--- config.mk ---
export PLATFORM = sky130hd
export DESIGN_NAME = cartridge_bank_mapper_scanline_irq_core_flat
export DESIGN_NICKNAME = d
export VERILOG_FILES = /design/src/sv/cbm_pkg.sv /design/src/sv/cbm_req_if.sv /design/src/sv/cbm_rsp_if.sv /design/src/sv/cbm_csr.sv /design/src/sv/cbm_regs.sv /design/src/sv/cbm_xlate.sv /design/src/sv/cartridge_bank_mapper_scanline_irq_core.sv /design/src/flat_wrapper.sv
export SDC_FILE = /design/constraint.sdc
export NUM_CORES = 1
export LEC_CHECK = 0
export BUFFER_PORTS_ARGS = -buffer_cell sky130_fd_sc_hd__buf_2
export CAP_MARGIN = 30
export CORE_MARGIN = 3
export CORE_UTILIZATION = 33
export DETAILED_ROUTE_END_ITERATION = 16
export PLACE_DENSITY = 0.5
export SLEW_MARGIN = 20
export SYNTH_ARGS = -nofsm -noshare
export SYNTH_HDL_FRONTEND = slang
export SYNTH_SLANG_ARGS = --single-unit
export TNS_END_PERCENT = 20
--- constraint.sdc ---
create_clock -name clock -period 2.3 [get_ports clock]
set_input_delay 0.46 -clock clock [delete_from_list [all_inputs] [get_ports clock]]
set_output_delay 0.46 -clock clock [all_outputs]
set_load 0.1 [all_outputs]
--- src/sv/cbm_pkg.sv ---
`timescale 1ns / 1ps

package cbm_pkg;

   localparam int PRG_ADDR_BITS_DEFAULT = 19;
   localparam int CHR_ADDR_BITS_DEFAULT = 18;

   localparam logic [6:0] PRG_COUNT_RESET = 7'd4;
   localparam logic [8:0] CHR_COUNT_RESET = 9'd8;

   typedef enum logic [1:0] {
      KIND_CPU_WRITE = 2'd0,
      KIND_CPU_READ  = 2'd1,
      KIND_PPU       = 2'd2,
      KIND_SCANLINE  = 2'd3
   } kind_type;

   typedef enum logic [1:0] {
      TGT_NONE    = 2'd0,
      TGT_PRG_ROM = 2'd1,
      TGT_PRG_RAM = 2'd2,
      TGT_CHR     = 2'd3
   } target_type;

   // mapper register select: address bits {14,13,0} of a write at 0x8000 and up
   typedef enum logic [2:0] {
      REG_BANK_SELECT = 3'b000,
      REG_BANK_DATA   = 3'b001,
      REG_MIRROR      = 3'b010,
      REG_PROTECT     = 3'b011,
      REG_IRQ_LATCH   = 3'b100,
      REG_IRQ_RELOAD  = 3'b101,
      REG_IRQ_DISABLE = 3'b110,
      REG_IRQ_ENABLE  = 3'b111
   } reg_sel_type;

   typedef enum logic {
      CSR_PRG_BANK_COUNT = 1'b0,
      CSR_CHR_BANK_COUNT = 1'b1
   } csr_index_type;

   typedef struct packed {
      logic [6:0] prg_bank_count;
      logic [8:0] chr_bank_count;
   } cfg_type;

   typedef struct packed {
      logic [7:0][7:0] bank_regs;
      logic [7:0]      bank_select;
      logic            irq_pending;
      logic            mirror_mode;
   } map_state_type;

   typedef struct packed {
      logic irq_line;
      logic mirror_horizontal;
   } status_type;

endpackage

--- src/sv/cbm_req_if.sv ---
`timescale 1ns / 1ps

interface cbm_req_if;
   logic        valid;
   logic        ready;
   logic [1:0]  kind;
   logic [15:0] address;
   logic [7:0]  value;

   modport source (output valid, kind, address, value, input ready);
   modport sink (input valid, kind, address, value, output ready);
endinterface

--- src/sv/cbm_rsp_if.sv ---
`timescale 1ns / 1ps

interface cbm_rsp_if;
   logic        valid;
   logic        ready;
   logic [1:0]  target;
   logic [18:0] mapped_offset;
   logic        irq_line;
   logic        mirror_horizontal;

   modport source (output valid, target, mapped_offset, irq_line, mirror_horizontal,
                   input ready);
   modport sink (input valid, target, mapped_offset, irq_line, mirror_horizontal,
                 output ready);
endinterface

--- src/sv/cbm_csr.sv ---
`timescale 1ns / 1ps

module cbm_csr import cbm_pkg::*; (
   input  logic        clock,
   input  logic        reset,
   input  logic        csr_psel,
   input  logic        csr_penable,
   input  logic        csr_pwrite,
   input  logic [2:0]  csr_paddr,
   input  logic [31:0] csr_pwdata,
   output logic [31:0] csr_prdata,
   output logic        csr_pready,
   output cfg_type     cfg
);

   logic [6:0]    prg_count_ff, prg_count_in;
   logic [8:0]    chr_count_ff, chr_count_in;
   logic          wr_en;
   csr_index_type index;

   assign csr_pready = 1'b1;
   assign wr_en      = csr_psel && csr_penable && csr_pwrite && csr_pready;
   assign index      = csr_index_type'(csr_paddr[2]);

   always_comb begin
      prg_count_in = prg_count_ff;
      chr_count_in = chr_count_ff;
      if (wr_en) begin
         unique case (index)
            CSR_PRG_BANK_COUNT: prg_count_in = csr_pwdata[6:0];
            CSR_CHR_BANK_COUNT: chr_count_in = csr_pwdata[8:0];
         endcase
      end
   end

   always_ff @(posedge clock) begin
      if (reset) begin
         prg_count_ff <= PRG_COUNT_RESET;
         chr_count_ff <= CHR_COUNT_RESET;
      end else begin
         prg_count_ff <= prg_count_in;
         chr_count_ff <= chr_count_in;
      end
   end

   always_comb begin
      unique case (index)
         CSR_PRG_BANK_COUNT: csr_prdata = {25'd0, prg_count_ff};
         CSR_CHR_BANK_COUNT: csr_prdata = {23'd0, chr_count_ff};
      endcase
   end

   assign cfg.prg_bank_count = prg_count_ff;
   assign cfg.chr_bank_count = chr_count_ff;

endmodule

--- src/sv/cbm_regs.sv ---
`timescale 1ns / 1ps

module cbm_regs import cbm_pkg::*; (
   input  logic          clock,
   input  logic          reset,
   input  logic          step,
   input  kind_type      kind,
   input  logic [15:0]   address,
   input  logic [7:0]    value,
   output map_state_type state,
   output status_type    status_next
);

   logic [7:0][7:0] bank_regs_ff, bank_regs_in;
   logic [7:0]      bank_select_ff, bank_select_in;
   logic [7:0]      cnt_reload_ff, cnt_reload_in;
   logic [7:0]      irq_counter_ff, irq_counter_in;
   logic            irq_enabled_ff, irq_enabled_in;
   logic            irq_pending_ff, irq_pending_in;
   logic            mirror_ff, mirror_in;
   reg_sel_type     reg_sel;

   assign reg_sel = reg_sel_type'({address[14:13], address[0]});

   always_comb begin
      bank_regs_in   = bank_regs_ff;
      bank_select_in = bank_select_ff;
      cnt_reload_in  = cnt_reload_ff;
      irq_counter_in = irq_counter_ff;
      irq_enabled_in = irq_enabled_ff;
      irq_pending_in = irq_pending_ff;
      mirror_in      = mirror_ff;
      if (step) begin
         if (kind == KIND_CPU_WRITE && address[15]) begin
            unique case (reg_sel)
               REG_BANK_SELECT: bank_select_in = value;
               REG_BANK_DATA:   bank_regs_in[bank_select_ff[2:0]] = value;
               REG_MIRROR:      mirror_in = value[0];
               REG_PROTECT:     ;
               REG_IRQ_LATCH:   cnt_reload_in = value;
               REG_IRQ_RELOAD:  irq_counter_in = 8'd0;
               REG_IRQ_DISABLE: begin
                  irq_enabled_in = 1'b0;
                  irq_pending_in = 1'b0;
               end
               REG_IRQ_ENABLE:  irq_enabled_in = 1'b1;
            endcase
         end else if (kind == KIND_SCANLINE) begin
            irq_counter_in = (irq_counter_ff == 8'd0) ? cnt_reload_ff
                                                      : irq_counter_ff - 8'd1;
            if (irq_enabled_ff && irq_counter_in == 8'd0) begin
               irq_pending_in = 1'b1;
            end
         end
      end
   end

   always_ff @(posedge clock) begin
      if (reset) begin
         bank_regs_ff   <= '0;
         bank_select_ff <= 8'd0;
         cnt_reload_ff  <= 8'd0;
         irq_counter_ff <= 8'd0;
         irq_enabled_ff <= 1'b0;
         irq_pending_ff <= 1'b0;
         mirror_ff      <= 1'b1;
      end else begin
         bank_regs_ff   <= bank_regs_in;
         bank_select_ff <= bank_select_in;
         cnt_reload_ff  <= cnt_reload_in;
         irq_counter_ff <= irq_counter_in;
         irq_enabled_ff <= irq_enabled_in;
         irq_pending_ff <= irq_pending_in;
         mirror_ff      <= mirror_in;
      end
   end

   assign state.bank_regs   = bank_regs_ff;
   assign state.bank_select = bank_select_ff;
   assign state.irq_pending = irq_pending_ff;
   assign state.mirror_mode = mirror_ff;

   assign status_next.irq_line          = irq_pending_in;
   assign status_next.mirror_horizontal = mirror_in;

endmodule

--- src/sv/cbm_xlate.sv ---
`timescale 1ns / 1ps

module cbm_xlate import cbm_pkg::*; #(
   parameter int PRG_ADDR_BITS = PRG_ADDR_BITS_DEFAULT,
   parameter int CHR_ADDR_BITS = CHR_ADDR_BITS_DEFAULT
) (
   input  kind_type      kind,
   input  logic [15:0]   address,
   input  map_state_type state,
   input  cfg_type       cfg,
   output target_type    target,
   output logic [18:0]   mapped_offset
);

   localparam logic [19:0] PRG_MASK = (20'd1 << PRG_ADDR_BITS) - 20'd1;
   localparam logic [18:0] CHR_MASK = (19'd1 << CHR_ADDR_BITS) - 19'd1;

   logic [6:0]  prg_mask, prg_last, prg_second, prg_bank;
   logic        prg_swap;
   logic [19:0] prg_full;
   logic [2:0]  chr_slot;
   logic [7:0]  chr_bank;
   logic [8:0]  chr_mask;
   logic [18:0] chr_full;
   logic [18:0] ram_offset;

   // PRG: four 8 KB slots, slot 3 fixed to the last bank
   always_comb begin
      prg_mask   = cfg.prg_bank_count - 7'd1;
      prg_last   = prg_mask;
      prg_second = cfg.prg_bank_count - 7'd2;
      prg_swap   = state.bank_select[6];
      unique case (address[14:13])
         2'd0:    prg_bank = prg_swap ? prg_second : state.bank_regs[6][6:0];
         2'd1:    prg_bank = state.bank_regs[7][6:0];
         2'd2:    prg_bank = prg_swap ? state.bank_regs[6][6:0] : prg_second;
         default: prg_bank = prg_last;
      endcase
      prg_full = {prg_bank & prg_mask, address[12:0]} & PRG_MASK;
   end

   // CHR: 2 KB pairs from registers 0/1, 1 KB from 2..5; bit 7 swaps halves
   always_comb begin
      chr_slot = address[12:10] ^ {state.bank_select[7], 2'b00};
      if (!chr_slot[2]) begin
         chr_bank = {state.bank_regs[{2'b00, chr_slot[1]}][7:1], chr_slot[0]};
      end else begin
         chr_bank = state.bank_regs[3'd2 + {1'b0, chr_slot[1:0]}];
      end
      chr_mask = cfg.chr_bank_count - 9'd1;
      chr_full = {{1'b0, chr_bank} & chr_mask, address[9:0]} & CHR_MASK;
   end

   assign ram_offset = {6'd0, address[12:0]};

   always_comb begin
      target        = TGT_NONE;
      mapped_offset = 19'd0;
      unique case (kind)
         KIND_CPU_WRITE: begin
            if (!address[15] && address[14:13] == 2'b11) begin
               target        = TGT_PRG_RAM;
               mapped_offset = ram_offset;
            end
         end
         KIND_CPU_READ: begin
            if (address[15]) begin
               target        = TGT_PRG_ROM;
               mapped_offset = prg_full[18:0];
            end else if (address[14:13] == 2'b11) begin
               target        = TGT_PRG_RAM;
               mapped_offset = ram_offset;
            end
         end
         KIND_PPU: begin
            target        = TGT_CHR;
            mapped_offset = chr_full;
         end
         KIND_SCANLINE: ;
      endcase
   end

endmodule

--- src/sv/cartridge_bank_mapper_scanline_irq_core.sv ---
`timescale 1ns / 1ps
// Path: a transaction accepted into the input register moves on into the result register,
// and its result transaction completes from there.
// Throughput: one transaction per cycle; a result held off stalls the input only
// once the input register is also occupied.
// Reset: synchronous, active high; bank counts return to 4 and 8, mirroring to horizontal.

module cartridge_bank_mapper_scanline_irq_core import cbm_pkg::*; #(
   parameter int PRG_ADDR_BITS = PRG_ADDR_BITS_DEFAULT,
   parameter int CHR_ADDR_BITS = CHR_ADDR_BITS_DEFAULT
) (
   input  logic        clock,
   input  logic        reset,
   cbm_req_if.sink     req_chan,
   cbm_rsp_if.source   rsp_chan,
   input  logic        csr_psel,
   input  logic        csr_penable,
   input  logic        csr_pwrite,
   input  logic [2:0]  csr_paddr,
   input  logic [31:0] csr_pwdata,
   output logic [31:0] csr_prdata,
   output logic        csr_pready
);

   logic          s1_valid_ff, s1_valid_in;
   kind_type      s1_kind_ff;
   logic [15:0]   s1_addr_ff;
   logic [7:0]    s1_value_ff;
   logic          rsp_valid_ff, rsp_valid_in;
   target_type    rsp_target_ff;
   logic [18:0]   rsp_offset_ff;
   status_type    rsp_status_ff;
   logic          advance;
   logic          req_take;
   cfg_type       cfg;
   map_state_type state;
   status_type    status_next;
   target_type    target;
   logic [18:0]   mapped_offset;

   cbm_csr u_csr (
      .clock       (clock),
      .reset       (reset),
      .csr_psel    (csr_psel),
      .csr_penable (csr_penable),
      .csr_pwrite  (csr_pwrite),
      .csr_paddr   (csr_paddr),
      .csr_pwdata  (csr_pwdata),
      .csr_prdata  (csr_prdata),
      .csr_pready  (csr_pready),
      .cfg         (cfg)
   );

   cbm_regs u_regs (
      .clock       (clock),
      .reset       (reset),
      .step        (advance),
      .kind        (s1_kind_ff),
      .address     (s1_addr_ff),
      .value       (s1_value_ff),
      .state       (state),
      .status_next (status_next)
   );

   cbm_xlate #(
      .PRG_ADDR_BITS (PRG_ADDR_BITS),
      .CHR_ADDR_BITS (CHR_ADDR_BITS)
   ) u_xlate (
      .kind          (s1_kind_ff),
      .address       (s1_addr_ff),
      .state         (state),
      .cfg           (cfg),
      .target        (target),
      .mapped_offset (mapped_offset)
   );

   assign advance        = s1_valid_ff && (!rsp_valid_ff || rsp_chan.ready);
   assign req_chan.ready = !s1_valid_ff || advance;
   assign req_take       = req_chan.valid && req_chan.ready;

   always_comb begin
      s1_valid_in  = req_take || (s1_valid_ff && !advance);
      rsp_valid_in = advance || (rsp_valid_ff && !rsp_chan.ready);
   end

   always_ff @(posedge clock) begin
      if (reset) begin
         s1_valid_ff  <= 1'b0;
         rsp_valid_ff <= 1'b0;
      end else begin
         s1_valid_ff  <= s1_valid_in;
         rsp_valid_ff <= rsp_valid_in;
      end
   end

   always_ff @(posedge clock) begin
      if (req_take) begin
         s1_kind_ff  <= kind_type'(req_chan.kind);
         s1_addr_ff  <= req_chan.address;
         s1_value_ff <= req_chan.value;
      end
      if (advance) begin
         rsp_target_ff <= target;
         rsp_offset_ff <= mapped_offset;
         rsp_status_ff <= status_next;
      end
   end

   assign rsp_chan.valid             = rsp_valid_ff;
   assign rsp_chan.target            = rsp_target_ff;
   assign rsp_chan.mapped_offset     = rsp_offset_ff;
   assign rsp_chan.irq_line          = rsp_status_ff.irq_line;
   assign rsp_chan.mirror_horizontal = rsp_status_ff.mirror_horizontal;

   // a transaction leaving the input register always lands in the result register
   a_advance_fills_rsp: assert property (@(posedge clock) disable iff (reset)
      advance |=> rsp_valid_ff)
      else $error("result register not filled after advance");

   // the IRQ flag is only raised by a scanline tick
   a_irq_from_scanline: assert property (@(posedge clock) disable iff (reset)
      (!$past(reset) && $rose(state.irq_pending)) |->
         $past(advance && s1_kind_ff == KIND_SCANLINE))
      else $error("irq pending raised without a scanline tick");

   // mirroring only changes on a CPU write
   a_mirror_from_write: assert property (@(posedge clock) disable iff (reset)
      (!$past(reset) && !$stable(state.mirror_mode)) |->
         $past(advance && s1_kind_ff == KIND_CPU_WRITE))
      else $error("mirroring changed without a CPU write");

endmodule

--- src/flat_wrapper.sv ---
// flat-port wrapper written by rule: the top's interface ports become plain ports
module cartridge_bank_mapper_scanline_irq_core_flat import cbm_pkg::*;
#(
   parameter int PRG_ADDR_BITS = PRG_ADDR_BITS_DEFAULT,
   parameter int CHR_ADDR_BITS = CHR_ADDR_BITS_DEFAULT
)
  (clock, reset, csr_psel, csr_penable, csr_pwrite, csr_paddr, csr_pwdata, csr_prdata, csr_pready, req_chan_valid, req_chan_kind, req_chan_address, req_chan_value, req_chan_ready, rsp_chan_valid, rsp_chan_target, rsp_chan_mapped_offset, rsp_chan_irq_line, rsp_chan_mirror_horizontal, rsp_chan_ready);
  cbm_req_if req_chan_i ();
  cbm_rsp_if rsp_chan_i ();
  input  logic clock;
  input  logic reset;
  input  logic csr_psel;
  input  logic csr_penable;
  input  logic csr_pwrite;
  input  logic [2:0] csr_paddr;
  input  logic [31:0] csr_pwdata;
  output logic [31:0] csr_prdata;
  output logic csr_pready;
  input wire logic [$bits(req_chan_i.valid)-1:0] req_chan_valid;
  input wire logic [$bits(req_chan_i.kind)-1:0] req_chan_kind;
  input wire logic [$bits(req_chan_i.address)-1:0] req_chan_address;
  input wire logic [$bits(req_chan_i.value)-1:0] req_chan_value;
  output wire logic [$bits(req_chan_i.ready)-1:0] req_chan_ready;
  output wire logic [$bits(rsp_chan_i.valid)-1:0] rsp_chan_valid;
  output wire logic [$bits(rsp_chan_i.target)-1:0] rsp_chan_target;
  output wire logic [$bits(rsp_chan_i.mapped_offset)-1:0] rsp_chan_mapped_offset;
  output wire logic [$bits(rsp_chan_i.irq_line)-1:0] rsp_chan_irq_line;
  output wire logic [$bits(rsp_chan_i.mirror_horizontal)-1:0] rsp_chan_mirror_horizontal;
  input wire logic [$bits(rsp_chan_i.ready)-1:0] rsp_chan_ready;
  assign req_chan_i.valid = req_chan_valid;
  assign req_chan_i.kind = req_chan_kind;
  assign req_chan_i.address = req_chan_address;
  assign req_chan_i.value = req_chan_value;
  assign req_chan_ready = req_chan_i.ready;
  assign rsp_chan_valid = rsp_chan_i.valid;
  assign rsp_chan_target = rsp_chan_i.target;
  assign rsp_chan_mapped_offset = rsp_chan_i.mapped_offset;
  assign rsp_chan_irq_line = rsp_chan_i.irq_line;
  assign rsp_chan_mirror_horizontal = rsp_chan_i.mirror_horizontal;
  assign rsp_chan_i.ready = rsp_chan_ready;
  cartridge_bank_mapper_scanline_irq_core #(.PRG_ADDR_BITS(PRG_ADDR_BITS), .CHR_ADDR_BITS(CHR_ADDR_BITS)) u_core (.clock(clock), .reset(reset), .req_chan(req_chan_i), .rsp_chan(rsp_chan_i), .csr_psel(csr_psel), .csr_penable(csr_penable), .csr_pwrite(csr_pwrite), .csr_paddr(csr_paddr), .csr_pwdata(csr_pwdata), .csr_prdata(csr_prdata), .csr_pready(csr_pready));
endmodule
After elaboration in Yosys (flattened, before gate mapping)
Index checks and enable logic that the tools add are counted.
{ "word_totals": {"output_inout_bits": 58, "inputBits": 68, "ff_bits": 158, "word_cells": 117} }
{ "classes": {"order_cmp": 4, "n_eq_ne": 13, "muxes": 33, "bitwise_logic": 4, "add_sub_neg": 5, "reduce_logical": 33} }
{ "op_table": {"columns": ["operator", "n"], "rows": [
  ["8-bit 2-to-1 mux", 9],
  ["64-bit bitwise mux", 1],
  ["32-bit one-hot mux with 2 select lines", 1],
  ["19-bit one-hot mux with 3 select lines", 1],
  ["13-bit 2-to-1 mux", 2],
  ["8-bit binary-select mux with 3-bit select", 1],
  ["8-bit demux with 3-bit select", 1],
  ["19-bit 2-to-1 mux", 1],
  ["6-bit one-hot mux with 3 select lines", 1],
  ["8-bit zero test", 2],
  ["8-bit by 1-bit subtractor with 8-bit output (second input constant)", 2],
  ["3-bit AND reduction", 5],
  ["3-bit equality test (second input constant)", 4],
  ["6-bit 2-to-1 mux", 2],
  ["1-bit logical AND", 10],
  ["8-bit bitwise AND", 1],
  ["2-bit equality test (second input constant)", 4],
  ["3-bit by 4-bit < comparator with 1-bit output (second input constant)", 2],
  ["1-bit 2-to-1 mux", 8],
  ["6-bit bitwise AND", 1],
  ["2-bit 2-to-1 mux", 3],
  ["2-bit one-hot mux with 3 select lines", 1],
  ["6-bit by 1-bit subtractor with 6-bit output (second input constant)", 1],
  ["6-bit by 2-bit subtractor with 6-bit output (second input constant)", 1],
  ["other kinds (16)", 27]
]} }

Logic depth before layout (Yosys ltp)
{ "depth": {"word_depth": 8, "depth_mapped": 8, "depth_no_buf": 7} }

Cells and area by module
Synthesis repeated with hierarchy kept, for this count alone.
{ "hier_totals": {"cells_unflattened": 688, "hier_area_um2": 7403.4} }
{ "modules_own_cells": {"columns": ["module", "area_per_inst_um2", "n_inst", "seq_area_each_um2", "cells_per_inst"], "rows": [
  ["cbm_regs", 3779.9, 1, 1821.7, 393],
  ["cartridge_bank_mapper_scanline_irq_core", 1575.3, 1, 1511.4, 59],
  ["cbm_xlate", 1043.5, 1, 0.0, 135],
  ["cbm_csr", 1004.7, 1, 320.3, 101]
]} }

Least setup slack after synthesis
Ideal clock, no wire load.
{ "synth_path": {"path_type": "input to output", "startpoint": "input port csr_paddr[2]", "endpoint": "output port csr_prdata[0]", "required_time_ns": 1.840, "stages": 3, "path_slack_ns": -1.080, "arrival_ns": 2.920, "path_buffers": 2, "path_cell_list": "clkbuf_1 clkbuf_1 o21ai_0"} }
{ "synth_between": {"elab_chain_len": 2} }
{ "synth_rtl": {"columns": ["item", "line", "source"], "rows": [
  ["start, declared", "flat_wrapper.sv:15", "input logic [2:0] csr_paddr;"],
  ["1-bit inverter", null, null],
  ["32-bit one-hot mux with 2 select lines (*)", "cbm_csr.sv:47", "unique case (index)"],
  ["end, declared", "flat_wrapper.sv:17", "output logic [31:0] csr_prdata;"]
]} }
Mark *: on every way between the ends. The rest lies on a longest branch, timed or not. The select of a mux whose other input is x is not followed.

Worst setup path in the final report
{ "layout_path": {"startpoint": "register u_core.u_regs.irq_counter_ff[1]", "endpoint": "register u_core.rsp_status_ff (netlist bit u_core.rsp_chan.irq_line) (data pin)"} }
{ "layout_between": {"elab_chain_len": 8, "word_cells_on_any_way": 9, "classes_between": "1 x add/sub; 5 x mux; 3 x reduce/logical"} }
{ "layout_rtl": {"columns": ["item", "line", "source"], "rows": [
  ["start, declared", "cbm_regs.sv:17", "logic [7:0] irq_counter_ff, irq_counter_in;"],
  ["start signal, assigned", "cbm_regs.sv:71", "irq_counter_ff <= irq_counter_in;"],
  ["8-bit by 1-bit subtractor with 8-bit output or 8-bit zero test (tied branches)", "cbm_regs.sv:50, cbm_regs.sv:49", null],
  ["8-bit 2-to-1 mux (*)", "cbm_regs.sv:49", "irq_counter_in = (irq_counter_ff == 8'd0) ? cnt_reload_ff"],
  ["8-bit zero test (*)", "cbm_regs.sv:51", "if (irq_enabled_ff && irq_counter_in == 8'd0) begin"],
  ["1-bit logical AND (*)", "cbm_regs.sv:51", null],
  ["1-bit 2-to-1 mux (*)", "cbm_regs.sv:51", null],
  ["1-bit 2-to-1 mux (*)", "cbm_regs.sv:48", "end else if (kind == KIND_SCANLINE) begin"],
  ["1-bit 2-to-1 mux (*)", "cbm_regs.sv:34", "if (kind == KIND_CPU_WRITE && address[15]) begin"],
  ["1-bit 2-to-1 mux (*)", "cbm_regs.sv:33", "if (step) begin"],
  ["via u_core.u_regs.irq_pending_in", "cbm_regs.sv:19", "logic irq_pending_ff, irq_pending_in;"],
  ["end signal, assigned", "cartridge_bank_mapper_scanline_irq_core.sv:105", "rsp_status_ff <= status_next;"],
  ["end, declared", "cartridge_bank_mapper_scanline_irq_core.sv:32", "status_type rsp_status_ff;"]
]} }
The timed path passes the listed nets; every way through them passes the cells marked *.
A chain may end at the register's enable or synchronous reset.

==> impl_results.md <==
* Root buffer cell: clkbuf_16
* Syn avg cell area at 10.4 sq um
* Worst-Margin Slew at 0.681 ns
* Min cycle time layout at 2.24 ns
* Yosys reg bits at 149
* RSZ-0062 raised after global routing: true
* Synth Flop Type: dfxtp_1
* Pre-CTS setup slack at -0.00563 ns
* Filler cell count at 1963
* Drt pass-1 iters at 5
* Area grow syn2layout at 20.9%
* Crit Reg-Reg Startpoint: u_core.u_regs.irq_counter_ff[1]
* Top delay family on crit path: simple AND/OR/NAND/NOR gates
* Final Instance Area at 0.00824 sq mm
* Critical-path cell list: inv_1 -> ha_2 -> or4b_4 -> mux2_4 -> a31o_1 -> or2_2 -> o31ai_2
* N_diodes at 0
* Final setup margin at 0.0605 ns
* Final setup vio count at 0
* IO buf count at 76
* Leakage Power at 0.00330 uW
* Worst Skew at 0.00828 ns
* Worst path bufs/invs at 1
* Pin count of the biggest net entering global routing at 76
* Routed WL at 17200 um
* DRC viols at 0
* HP Class: in2reg
* Critical Path Start Type: flip-flop
* Max IR drop VDD at 518 uV
* Max_cap viols at 0
* CP max stage cell: or4b_4
* Via count of the first global-routing pass at 4916
* IO Pins at 126
* Setup CP Type: reg2reg
* Post-Synthesis Cells at 654
* Synthesized area at 0.00682 sq mm
* Worst hold endpoint: u_core.s1_value_ff[7]
* Max Fanout on Critical Path at 3
* DR vias at 4968
* FF-to-FF path depth at 7
* Global-route wire length before repair at 26700 um
* Share of layout cells above drive strength 1 at 23.5%
* Hold_sp: req_chan_value[7]
* Outcome: finished clean
* Seq/Total Area, Yosys at 50.9%
* Worst Path Required at 2.56 ns
* Hold_buf cts at 0
* Initial antenna violation count at 0
* Hold Crit Depth at 1
* Area of the core at 0.0199 sq mm
* Placed Cells at 990
* Die H at 150 um
* Die area at 0.0224 sq mm
* Initial Util at 34.3%
* Site Rows at 51
* Slowest stage delay, CP at 0.47 ns
* DRT antenna net count at 0
* Hold Vio Cnt, Final at 0
* Clock buffer count from CTS at 17
* Fin. max-slew vios at 0
* Arr. time, crit path at 2.50 ns
* Number of enable flip-flop cells after synthesis at 49
* H-tree levels at 4
* Total power at 6520 uW
* CTS tree: done
* Fraction of registers with async set or reset after synthesis at 0%
* Reg2reg setup slack at 0.06 ns
* NumNets Final at 818
* Avg WL per Cell at 16.8 um
* Unique masters post-synth at 60
* Max transition margin at 54.4%
* Routed vias/inst at 4.86
* Yosys Warn Count at 0
* Finished Layout Cells at 1022
* Longest Clk Path Bufs at 2
* FMAX at 447 MHz
* Pwr per Cell Area at 792 mW/mm^2
* DRT iter0 DRCs at 307
* FF-to-FF End: u_core.rsp_chan.irq_line
* Remaining Overflow, GRT at 0
* Fin crit share at 97.4%
* Clock latency on the worst-skew pair at 0.43 ns
* HPWL after DPL at 12300 um
* Setup bufs post-CTS at 0
* Placed inst area at 0.00758 sq mm
* Clk slew on worst S/H paths at 0.06 ns
* Final RePlAce weighted congestion at 0.824
* Clk sinks at 149
* Die Wd at 150 um
* Critical path capture point type: flip-flop
* Gr usage total at 15.5%
-- Yosys cell counts (6+ instances only) --
| library cell | instances | area share (%) |
|---|---|---|
| nor2b_1 | 12 | 1.1 |
| buf_4 | 24 | 2.6 |
| nand2b_1 | 10 | 0.92 |
| dfxtp_1 | 100 | 29 |
| nand2_1 | 46 | 2.5 |
| and2_1 | 6 | 0.55 |
| edfxtp_1 | 49 | 22 |
| a21oi_1 | 25 | 1.8 |
| inv_1 | 13 | 0.72 |
| nor2_1 | 109 | 6.0 |
| o21ai_0 | 15 | 1.1 |
| o31ai_1 | 7 | 0.77 |
| mux2_2 | 7 | 1.2 |
| or2_2 | 6 | 0.55 |
| mux2i_1 | 86 | 13 |
| nor3_1 | 6 | 0.44 |
| xor2_1 | 6 | 0.77 |
| ha_1 | 6 | 1.1 |
| mux4_2 | 7 | 2.3 |
| clkbuf_1 | 31 | 1.7 |
-- logic make-up (layout without fill, tap and decap cells) --
family / count (synthesis) / count (layout) / synth area share [%]
buf+inv: 76 / 157 / 5.60
other cells: 2 / 24 / 0.110
fa+ha+maj: 6 / 6 / 1.10
compound gates: 80 / 80 / 7.73
xor+xnor: 11 / 11 / 1.41
flops: 149 / 149 / 50.9
mux: 101 / 101 / 16.3
simple gates: 229 / 229 / 16.8
-- registers in the layout, summed over array words and instances, names as in the netlist, 2 cells and up --
register,flops
u_core.rsp_chan.mapped_offset,19
u_core.rsp_chan.target,2
u_core.s1_addr_ff,16
u_core.s1_kind_ff,2
u_core.s1_value_ff,8
u_core.u_csr.chr_count_ff,9
u_core.u_csr.prg_count_ff,7
u_core.u_regs.bank_select_ff,5
u_core.u_regs.cnt_reload_ff,8
u_core.u_regs.irq_counter_ff,8
u_core.u_regs.state,58
-- final cells by class --
cell class	instances	area, sq um	share of cell area, %
clock buffer	20	458	5.56
sequential	149	3470	42.2
multi-input combinational	451	3070	37.2
inverter	13	48.8	0.592
timing repair buffer	112	676	8.20
clock inverter	12	188	2.28
tap	265	332	4.02
-- placed cells by master (no fill, tap or decap), types with 7 or more instances in the layout --
cell       instances
nor2_1           109
dfxtp_1           99
mux2i_1           86
buf_2             76
edfxtp_1          49
nand2_1           45
buf_4             34
a21oi_1           25
conb_1            24
clkbuf_16         18
inv_1             13
o21ai_0           12
nor2b_1           12
nand2b_1          10
mux4_2             7
mux2_2             7
-- per-stage QoR --
stage	utilization, %	hold WS, ns	setup TNS [ns]
floorplan	-	0.432	-1.03
global placement	38.1	0.437	0
detailed placement	38.1	0.455	-0.00563
CTS	41.3	0.184	0
global route	41.4	0.180	-0.0722
finish	41.4	0.203	0
-- layer usage --
layer / vias to the layer above / global-route usage, % / part of all wire [%]
met5: - / 0 / 0
met4: 0 / 3.71 / 0.84
met3: 15 / 3.73 / 4.8
met2: 118 / 25.5 / 48
li1: 2431 / - / -
met1: 2404 / 20.8 / 46
-- report_power, final --
part	internal [uW]	switching, uW	total [uW]
Combinational	126	527	653
Sequential	2780	62.2	2840
Clock	1900	1130	3030
Total	4810	1710	6520
-- timing repair --
item                                    4_1_cts  5_1_grt
endpoints found under the hold margin         0        0
cloned                                        0        0
endpoints found under the setup margin        1        6
pin swaps                                     0        1
resized for setup                             1        3
-- how the worst max path moves through the flow --
stage,slack (ns),start,to,cells past startpoint
global placement,0.03,u_core.u_regs.irq_counter_ff[0],u_core.rsp_chan.irq_line,7
floorplan,-0.33,csr_paddr[2],csr_prdata[0],3
global route,-0.04,u_core.u_regs.irq_counter_ff[1],u_core.rsp_chan.irq_line,7
CTS,0.02,u_core.u_regs.irq_counter_ff[1],u_core.rsp_chan.irq_line,7
detailed placement,-0.006,u_core.u_regs.irq_counter_ff[1],u_core.rsp_chan.irq_line,7
finish,0.06,u_core.u_regs.irq_counter_ff[1],u_core.rsp_chan.irq_line,7
Note: power is estimated with default switching activity, not from simulation.
